<file path="src/design/rmsd_ram.sv">
module rmsd_ram #(
  parameter int WIDTH = 8,
  parameter int DEPTH = 16
) (
  input  logic                     clk_i,
  input  logic                     we_i,
  input  logic [$clog2(DEPTH)-1:0] waddr_i,
  input  logic [WIDTH-1:0]         wdata_i,
  input  logic                     re_i,
  input  logic [$clog2(DEPTH)-1:0] raddr_i,
  output logic [WIDTH-1:0]         rdata_o
);

  logic [WIDTH-1:0] mem_q [DEPTH];
  logic [WIDTH-1:0] rdata_q;

  always_ff @(posedge clk_i) begin
    if (we_i) begin
      mem_q[waddr_i] <= wdata_i;
    end
    if (re_i) begin
      rdata_q <= mem_q[raddr_i];
    end
  end

  assign rdata_o = rdata_q;

endmodule

</file>
<file path="config.mk">
export PLATFORM = sky130hd
export DESIGN_NAME = rmsd_ram
export DESIGN_NICKNAME = d
export VERILOG_FILES = /design/src/design/rmsd_ram.sv
export SDC_FILE = /design/constraint.sdc
export NUM_CORES = 1
export LEC_CHECK = 0
export ABC_CLOCK_PERIOD_IN_PS = 4400
export CELL_PAD_IN_SITES_DETAIL_PLACEMENT = 1
export CELL_PAD_IN_SITES_GLOBAL_PLACEMENT = 2
export CORE_MARGIN = 2
export CORE_UTILIZATION = 35
export CTS_CLUSTER_SIZE = 20
export DETAILED_ROUTE_END_ITERATION = 10
export DONT_BUFFER_PORTS = 1
export GPL_TIMING_DRIVEN = 0
export HOLD_SLACK_MARGIN = 0.02
export PLACE_DENSITY = 0.66
export SLEW_MARGIN = 10
export SYNTH_ARGS = -nofsm -noshare
export SYNTH_HDL_FRONTEND = slang
export SYNTH_SLANG_ARGS = --single-unit
export TNS_END_PERCENT = 1
</file>
<file path="constraint.sdc">
create_clock -name clk_i -period 4.4 [get_ports clk_i]
set_clock_uncertainty 0.1 [all_clocks]
set_input_delay 0.66 -clock clk_i [delete_from_list [all_inputs] [get_ports clk_i]]
set_output_delay 0.66 -clock clk_i [all_outputs]
set_load 0.005 [all_outputs]
</file>
==> impl_metrics.env, run 1 <==
export IMPL_cts_sinks=136
export IMPL_tritoncts="yes"
export IMPL_final_util_pct=40.8
export IMPL_p_per_area_nw_per_um2=461
export IMPL_syn2layout_area_growth_pct=13.9
export IMPL_cts_buffers=17
export IMPL_drive_gt1_share_pct=19.2
export IMPL_fin_crit_ns=1.95
export IMPL_io_buffers=0
export IMPL_cpMaxStageDelayCell="nor2_1"
export IMPL_clock_fmax_mhz=513
export IMPL_cts_root_buf="clkbuf_16"
export IMPL_postCtsSetupBuffers=0
export IMPL_cts_resized=0
export IMPL_first_pass_iters=4
export IMPL_max_slew_worst_pin_slew_ns=0.857
export IMPL_dpl_hpwl_um=6770
export IMPL_final_cells=444
export IMPL_routed_wl_um=10800
export IMPL_die_w_um=126
export IMPL_core_area_um2=14600
export IMPL_ys_seq_area_share_pct=78.1
export IMPL_syn_inst=229
export IMPL_r2r_setup_slack_ns=2.71
export IMPL_max_slew_margin_pct=42.7
export IMPL_cp_data_arrival_time_ns=1.89
export IMPL_syn_avg_cell_area_um2=22.8
export IMPL_finalMaxSlewViolations=0
export IMPL_place_ws_ns=1.67
export IMPL_grtUsageTotal_pct=14.6
export IMPL_postLayoutSetupSlackWorst_ns=2.45
export IMPL_hold_path_class="in -> reg"
export IMPL_cts_hold_buffers=0
export IMPL_worstSetupPathType="in -> reg"
export IMPL_vdd_ir_drop_max_uv=285
export IMPL_max_cap_violations=0
export IMPL_required_ns=4.34
export IMPL_dieHeight_um=126
export IMPL_clk_pin_slew_ns=0.06
export IMPL_placedCellCount=413
export IMPL_rsz0062_at_grt="false"
export IMPL_max_stage_delay_ns=0.68
export IMPL_grt_ovfl_total=0
export IMPL_grt_pass1_wl_um=16200
export IMPL_fillers=1363
export IMPL_clock_path_buffers=2
export IMPL_num_vias=2307
export IMPL_start_util_pct=35.8
export IMPL_layout_area_seq_um2=4080
export IMPL_cts_htree_levels=4
export IMPL_power_mw=2.74
export IMPL_drc=0
export IMPL_cpLargestDelayFamily="simple AND/OR/NAND/NOR gates"
export IMPL_vias_per_cell=5.20
export IMPL_hold_viol=0
export IMPL_ys_seq_elements=136
export IMPL_die_area_um2=15900
export IMPL_row_count=44
export IMPL_yosysWarnings=0
export IMPL_num_nets_final=267
export IMPL_gp_congestion=0.677
export IMPL_clock_latency_ns=0.42
export IMPL_setup_violations=0
export IMPL_multiInputGateArea_um2=1080
export IMPL_period_share_pct=44.3
export IMPL_netlist_area_um2=5230
export IMPL_num_io_pins=27
export IMPL_wl_per_cell_um=24.3
export IMPL_crit_chain="or3b_2 > nor2_1"
export IMPL_cp_start_kind="input pin"
export IMPL_antennaDiodeCount=0
export IMPL_synth_nets=248
export IMPL_status="completed"
export IMPL_worst_setup_path_end_kind="flop"
export IMPL_critPathBufInv=0
export IMPL_grt_pass1_vias=2525
export IMPL_synth_distinct_cells=18
export IMPL_ant_nets=0
export IMPL_antenna_found_initial=0
export IMPL_grt_max_degree=17
export IMPL_p_leak_nw=1.89
export IMPL_critPathMaxFanout=8
export IMPL_fin_setup_tns_ns=0
export IMPL_drtIter0Drc=199
per-stage QoR:
stage	hold slack (ns)	area [µm²]
3_3_place_gp	0.644	5460
4_1_cts	0.221	5940
6_report	0.239	5960
2_1_floorplan	0.605	5230
3_5_place_dp	0.647	5460
5_1_grt	0.221	5960
routing by layer:
| metal | vias to the layer above | GRT usage (%) | share of wire (%) |
|---|---|---|---|
| met3 | 12 | 5.40 | 5.0 |
| met2 | 59 | 22.5 | 48 |
| met1 | 1220 | 19.3 | 45 |
| li1 | 1016 | - | - |
| met4 | 0 | 5.24 | 1.4 |
| met5 | - | 0 | 0 |
final cells by class:
| type | instances | share of cell area, % |
|---|---|---|
| Multi-Input combinational cell | 83 | 18.1 |
| Buffer | 10 | 1.45 |
| Clock buffer | 21 | 7.39 |
| Clock inverter | 10 | 0.630 |
| Tap cell | 184 | 3.87 |
| Sequential cell | 136 | 68.6 |
state kept, by name (all words and copies together) (netlist names):
signal	flops
mem_q	128
rdata_o	8
synth_stat cells, drive strengths merged:
| library cell | count | area [µm²] |
|---|---|---|
| edfxtp | 136 | 4080 |
| mux4 | 32 | 773 |
| a22oi | 16 | 120 |
| nor2 | 13 | 48.8 |
| nand2 | 9 | 33.8 |
| buf | 7 | 56.3 |
| nor3 | 4 | 20.0 |
| clkdlybuf4s25 | 3 | 30.0 |
| nand2b | 2 | 12.5 |
| nand3b | 2 | 15.0 |
| and2 | 1 | 6.26 |
| and2b | 1 | 7.51 |
| nand3 | 1 | 5.00 |
| nor2b | 1 | 6.26 |
| or3b | 1 | 8.76 |
path summary, 6_finish.rpt:
check | startpoint | to | cells past startpoint
max reg2reg | mem_q[6][7]$_DFFE_PP_ | rdata_o[7]$_DFFE_PP_ | 3
min reg2reg | mem_q[11][2]$_DFFE_PP_ | rdata_o[2]$_DFFE_PP_ | 3
max | waddr_i[2] | mem_q[3][2]$_DFFE_PP_ | 2
min | wdata_i[4] | mem_q[2][4]$_DFFE_PP_ | 0
cells in the final DEF (no fill, tap or decap), drive strengths merged:
cell type and n:
nand2b 2, edfxtp 136, clkbuf 21, nand3b 2
nor3 4, a22oi 16, nand3 1, mux4 32
nand2 9, and2 1, buf 7, or3b 1
nor2b 1, clkinv 10, clkdlybuf4s25 3, nor2 13
and2b 1
cells by family after synthesis:
family          Yosys count  synth area share (%)
compound gates           16                  2.30
buf+inv                  10                  1.65
flops                   136                  78.1
mux                      32                  14.8
simple gates             35                  3.14
power by group:
group	leakage (nW)	internal, mW	switching (mW)
combinational	0.423	0.0471	0.0552
sequential	1.24	1.46	0.00786
clock	0.230	0.694	0.479
Power figures use the tool's default switching activity.
==> run 2: changes to the inputs <==
ABC_CLOCK_PERIOD_IN_PS = 1750   (was 4400)
PLACE_DENSITY = 0.68   (was 0.66)
clock period = 1.75 ns   (was 4.4 ns; I/O delays follow)
==> run 2 against run 1 <==
- total power rose to 2.7 times the previous value
- non-clock buffer count is 9 higher
- wire length is 2.1% higher
- count of clock-buffer cells in the layout fell by 2
==> impl_metrics.env, run 2 (synthesis results as in run 1) <==
export IMPL_ant_nets=0
export IMPL_p_per_area_nw_per_um2=1220
export IMPL_cts_htree_levels=4
export IMPL_final_common_cell="edfxtp_1"
export IMPL_place_area_um2=5470
export IMPL_dieHeight_um=126
export IMPL_vias_per_cell=5.33
export IMPL_rsz0062_at_grt="false"
export IMPL_dpl_hpwl_um=7050
export IMPL_tritoncts="yes"
export IMPL_io_buffers=0
export IMPL_r2r_setup_slack_ns=0.10
export IMPL_first_pass_iters=4
export IMPL_fillers=1334
export IMPL_worst_setup_path_end_kind="flop"
export IMPL_layout_common_cells="edfxtp_1, mux4_2, clkbuf_16"
export IMPL_wl_per_cell_um=24.2
export IMPL_die_area_um2=15900
export IMPL_row_count=44
export IMPL_required_ns=1.81
export IMPL_p_sw_mw=1.50
export IMPL_seq_power_share_pct=49.1
export IMPL_num_nets_final=276
export IMPL_fin_crit_ns=1.65
export IMPL_grt_pass1_wl_um=16500
export IMPL_critPathMaxFanout=1
export IMPL_cts_buffers=17
export IMPL_top_register="mem_q"
export IMPL_cp_start_kind="flop"
export IMPL_die_w_um=126
export IMPL_status="completed"
export IMPL_fin_hold_ws_ns=0.0306
export IMPL_drtIter0Drc=209
export IMPL_cts_root_buf="clkbuf_16"
export IMPL_num_vias=2427
export IMPL_p_clk_share_pct=46.6
export IMPL_cp_data_arrival_time_ns=1.71
export IMPL_p_leak_nw=1.97
export IMPL_vdd_ir_drop_max_uv=717
export IMPL_p_int_mw=6.03
export IMPL_grt_ovfl_total=0
export IMPL_grtUsageTotal_pct=14.8
export IMPL_drive_gt1_share_pct=23.0
export IMPL_max_cap_violations=0
export IMPL_start_util_pct=35.8
export IMPL_period_share_pct=94.1
export IMPL_syn2layout_area_growth_pct=18.0
export IMPL_clock_path_buffers=2
export IMPL_max_slew_worst_pin_slew_ns=0.883
export IMPL_postCtsSetupBuffers=0
export IMPL_routed_wl_um=11000
export IMPL_swShare_pct=19.9
export IMPL_setup_violations=0
export IMPL_grt_max_degree=17
export IMPL_core_area_um2=14600
export IMPL_combPwrFrac_pct=4.3
export IMPL_gp_congestion=0.711
export IMPL_cts_sinks=136
export IMPL_hold_viol=0
export IMPL_antenna_found_initial=1
export IMPL_worstSetupPathType="reg -> reg"
export IMPL_clock_fmax_mhz=607
export IMPL_drc=0
export IMPL_grt_pass1_vias=2637
export IMPL_hold_path_class="in -> reg"
export IMPL_largest_register_ffs=128
export IMPL_layout_area_seq_um2=4080
export IMPL_clock_latency_ns=0.41
export IMPL_finalMaxSlewViolations=0
export IMPL_max_slew_margin_pct=40.9
export IMPL_clk_pin_slew_ns=0.06
export IMPL_multiInputGateArea_um2=1090
export IMPL_num_io_pins=27
export IMPL_final_area_um2=6170
[run 2: changes by cell type in the layout (fill, tap and decap cells not counted)]
cell	change
clkinv_2	+1
dlygate4sd3_1	+9
clkinvlp_4	+3
diode_2	+1
clkinv_4	+3
a22oi_2	+2
bufinv_16	+3
a22oi_1	-2
clkbuf_1	-2
clkinv_1	-7
[run 2: layer usage]
layer  routed length (µm)  global-route usage (%)
met3                  446                    4.25
met4                  182                    6.01
met5                    0                       0
met2                 5250                    22.1
met1                 5150                    20.5
[run 2: what timing repair did]
| item | in CTS | in global routing |
|---|---|---|
| endpoints found under the hold margin | 136 | 0 |
| endpoints found under the setup margin | 0 | 2 |
| hold buffers | 9 | 0 |
| resized for setup | 0 | 2 |
[run 2: path summary, 6_finish.rpt]
check | start | to | cells after the start
max | mem_q[5][3]$_DFFE_PP_ | rdata_o[3]$_DFFE_PP_ | 3
min | waddr_i[0] | mem_q[12][2]$_DFFE_PP_ | 1
max reg2reg | mem_q[5][3]$_DFFE_PP_ | rdata_o[3]$_DFFE_PP_ | 3
min reg2reg | mem_q[9][3]$_DFFE_PP_ | rdata_o[3]$_DFFE_PP_ | 3
[run 2: power by group through the flow]
stage | logic [mW] | registers, mW | clock network, mW
final | 0.326 | 3.69 | 3.51
after floorplan | 0.185 | 3.75 | 0
after global placement | 0.259 | 3.76 | 0
after global routing | 0.353 | 3.70 | 3.68
after CTS | 0.330 | 3.69 | 3.57
after detailed placement | 0.261 | 3.76 | 0
[run 2: critical path, stage by stage, from the launching register on]
cell,delay [ns]
edfxtp_1,0.38
mux4_1,0.58
a22oi_1,0.25
nand2_1,0.08
[run 2: area by class of cell]
class / count / share of cell area (%)
flip-flops and latches: 136 / 66.2
multi-input cells: 83 / 17.6
clock buffers: 19 / 7.02
well taps: 184 / 3.73
clock inverters: 13 / 2.52
repair buffers: 9 / 1.46
plain buffers: 10 / 1.40
diodes: 1 / 0.0406
[run 2: per-stage QoR]
| step | util [%] | setup TNS (ns) | worst slack, ns | std cells | power [mW] |
|---|---|---|---|---|---|
| 6_report | 42.3 | 0 | 0.103 | 455 | 7.53 |
| 2_1_floorplan | - | 0 | 0.105 | 229 | 3.94 |
| 4_1_cts | 42.1 | 0 | 0.0208 | 454 | 7.59 |
| 5_1_grt | 42.3 | 0 | 0.0517 | 455 | 7.74 |
| 3_5_place_dp | 37.5 | -13.20 | -0.330 | 413 | 4.02 |
| 3_3_place_gp | 37.4 | -13.88 | -0.337 | 413 | 4.01 |
==> run 3: changes to the inputs <==
--- a/config.mk
+++ b/config.mk
@@ -15,2 +15,3 @@
 export DONT_BUFFER_PORTS = 1
+export GPL_ROUTABILITY_DRIVEN = 0
 export GPL_TIMING_DRIVEN = 0
==> constraint.sdc (replaced) <==
create_clock -name clk_i -period 1.75 [get_ports clk_i]
set_clock_uncertainty 0.1 [all_clocks]
set_input_delay 0.175 -clock clk_i [delete_from_list [all_inputs] [get_ports clk_i]]
set_output_delay 0.175 -clock clk_i [all_outputs]
set_load 0.005 [all_outputs]
==> run 3 against run 2 <==
- setup slack worse by 0.0047 ns
- total power is 0.15% higher
- via count is 0.95% lower
- sequential power hardly changed
- largest power group unchanged
- critical path depth stayed put
- design area is 0.69% higher
- hold slack better by 0.054 ns
- final cell count is 1.1% higher
- count of clock-buffer cells in the layout stayed put
- largest cell class unchanged
- clock power hardly changed
- flip-flop and latch count stayed put
==> impl_metrics.env, run 3 (synthesis results as in run 1) <==
export IMPL_worstSetupPathType="reg -> reg"
export IMPL_worst_setup_path_end_kind="flop"
export IMPL_r2r_setup_slack_ns=0.1
export IMPL_wl_per_cell_um=24.1
export IMPL_cts_htree_levels=4
export IMPL_hold_viol=0
export IMPL_top_layer="met4"
export IMPL_num_io_pins=27
export IMPL_largest_register_ffs=128
export IMPL_max_cap_violations=0
export IMPL_combPwrFrac_pct=4.5
export IMPL_setup_violations=0
export IMPL_io_buffers=0
export IMPL_die_w_um=126
export IMPL_hold_path_class="in -> reg"
export IMPL_cts_buffers=17
export IMPL_grtUsageTotal_pct=14.9
export IMPL_fillers=1336
export IMPL_grt_ovfl_total=0
export IMPL_vias_per_cell=5.23
export IMPL_cp_data_arrival_time_ns=1.71
export IMPL_grt_max_degree=17
export IMPL_cts_root_buf="clkbuf_16"
export IMPL_p_leak_nw=1.99
export IMPL_fin_crit_ns=1.65
export IMPL_drive_gt1_share_pct=22.6
export IMPL_status="completed"
export IMPL_top_register="mem_q"
export IMPL_grt_pass1_vias=2633
export IMPL_place_ws_ns=-0.242
export IMPL_antenna_found_initial=2
export IMPL_p_sw_mw=1.50
export IMPL_critPathMaxFanout=1
export IMPL_swShare_pct=19.9
export IMPL_cpMaxStageDelayCell="mux4_1"
export IMPL_max_slew_margin_pct=41.9
export IMPL_start_util_pct=35.8
export IMPL_syn2layout_area_growth_pct=18.8
export IMPL_grt_pass1_wl_um=16600
export IMPL_p_int_mw=6.04
export IMPL_required_ns=1.81
export IMPL_wl_met2_um=5370
export IMPL_drtIter0Drc=243
export IMPL_num_nets_final=280
export IMPL_cts_sinks=136
export IMPL_core_area_um2=14600
export IMPL_p_clk_share_pct=46.5
export IMPL_place_area_um2=5470
export IMPL_postCtsSetupBuffers=0
export IMPL_crit_chain="mux4_1 > a22oi_1 > nand2_1"
export IMPL_tritoncts="yes"
export IMPL_p_per_area_nw_per_um2=1210
export IMPL_finalMaxSlewViolations=0
export IMPL_first_pass_iters=4
export IMPL_drt_met1_wl_um=4980
export IMPL_row_count=44
export IMPL_drc=0
export IMPL_final_common_cell="edfxtp_1"
export IMPL_max_slew_worst_pin_slew_ns=0.869
export IMPL_max_stage_delay_ns=0.58
export IMPL_layout_common_cells="edfxtp_1, mux4_2, clkbuf_16"
export IMPL_vdd_ir_drop_max_uv=690
export IMPL_clock_path_buffers=2
export IMPL_met3_length_um=668
export IMPL_postLayoutSetupSlackWorst_ns=0.0984
export IMPL_clk_pin_slew_ns=0.05
export IMPL_num_vias=2404
export IMPL_dieHeight_um=126
export IMPL_rsz0062_at_grt="false"
export IMPL_cp_start_kind="flop"
export IMPL_clock_fmax_mhz=605
export IMPL_routed_wl_um=11100
export IMPL_clock_latency_ns=0.42
export IMPL_dpl_hpwl_um=7050
export IMPL_final_area_um2=6210
export IMPL_seq_power_share_pct=49.0
export IMPL_die_area_um2=15900
export IMPL_period_share_pct=94.4
export IMPL_ant_nets=0
==> run 3: worst max-delay path, delay by kind of cell (launching register included) <==
kind               cells  cell delay, ns
muxes                  1            0.58
and+or+nand+nor        1            0.08
AOI/OAI and AO/OA      1            0.25
DFF                    1            0.38
==> run 3: final timing paths <==
kind,startpoint,end,depth (start not counted)
max,mem_q[5][3]$_DFFE_PP_,rdata_o[3]$_DFFE_PP_,3
min,raddr_i[1],rdata_o[0]$_DFFE_PP_,3
max reg2reg,mem_q[5][3]$_DFFE_PP_,rdata_o[3]$_DFFE_PP_,3
min reg2reg,mem_q[9][3]$_DFFE_PP_,rdata_o[3]$_DFFE_PP_,3
==> run 3: what timing repair did <==
item | 4_1_cts | 5_1_grt
resized for setup | 0 | 2
endpoints found under the hold margin | 152 | 16
setup endpoints to repair | 0 | 2
hold buffers | 11 | 2
==> run 3: power groups by stage <==
stage                     Clock, mW  Combinational, mW  Sequential (mW)
after global routing           3.68              0.365             3.70
final                          3.51              0.336             3.69
after global placement            0              0.259             3.76
after CTS                      3.57              0.336             3.69
after detailed placement          0              0.261             3.76
after floorplan                   0              0.185             3.75
==> run 3: cell type report <==
| cell class | count | area [µm²] | area share (%) |
|---|---|---|---|
| Sequential cell | 136 | 4080 | 65.8 |
| Multi-Input combinational cell | 83 | 1090 | 17.5 |
| Clock buffer | 19 | 433 | 6.97 |
| Tap cell | 184 | 230 | 3.71 |
| Clock inverter | 13 | 155 | 2.50 |
| Timing Repair Buffer | 13 | 130 | 2.10 |
| Buffer | 10 | 86.3 | 1.39 |
| Antenna cell | 2 | 5.00 | 0.0806 |
==> run 3: metrics by stage <==
| step | util [%] | std cells | hold slack [ns] | power [mW] | setup TNS, ns |
|---|---|---|---|---|---|
| after global placement | 37.4 | 413 | 0.175 | 4.01 | -8.29 |
| after floorplan | - | 229 | 0.174 | 3.94 | 0 |
| after detailed placement | 37.5 | 413 | 0.175 | 4.02 | -7.94 |
| after CTS | 42.3 | 456 | 0.0442 | 7.60 | 0 |
| final | 42.6 | 460 | 0.0845 | 7.54 | 0 |
| after global routing | 42.6 | 460 | 0.0904 | 7.75 | 0 |
==> run 3: routing by layer <==
metal | up-vias | GRT usage (%)
met3 | 4 | 4.42
met4 | 0 | 6.01
li1 | 1052 | -
met1 | 1284 | 20.8
met5 | - | 0
met2 | 64 | 22.0
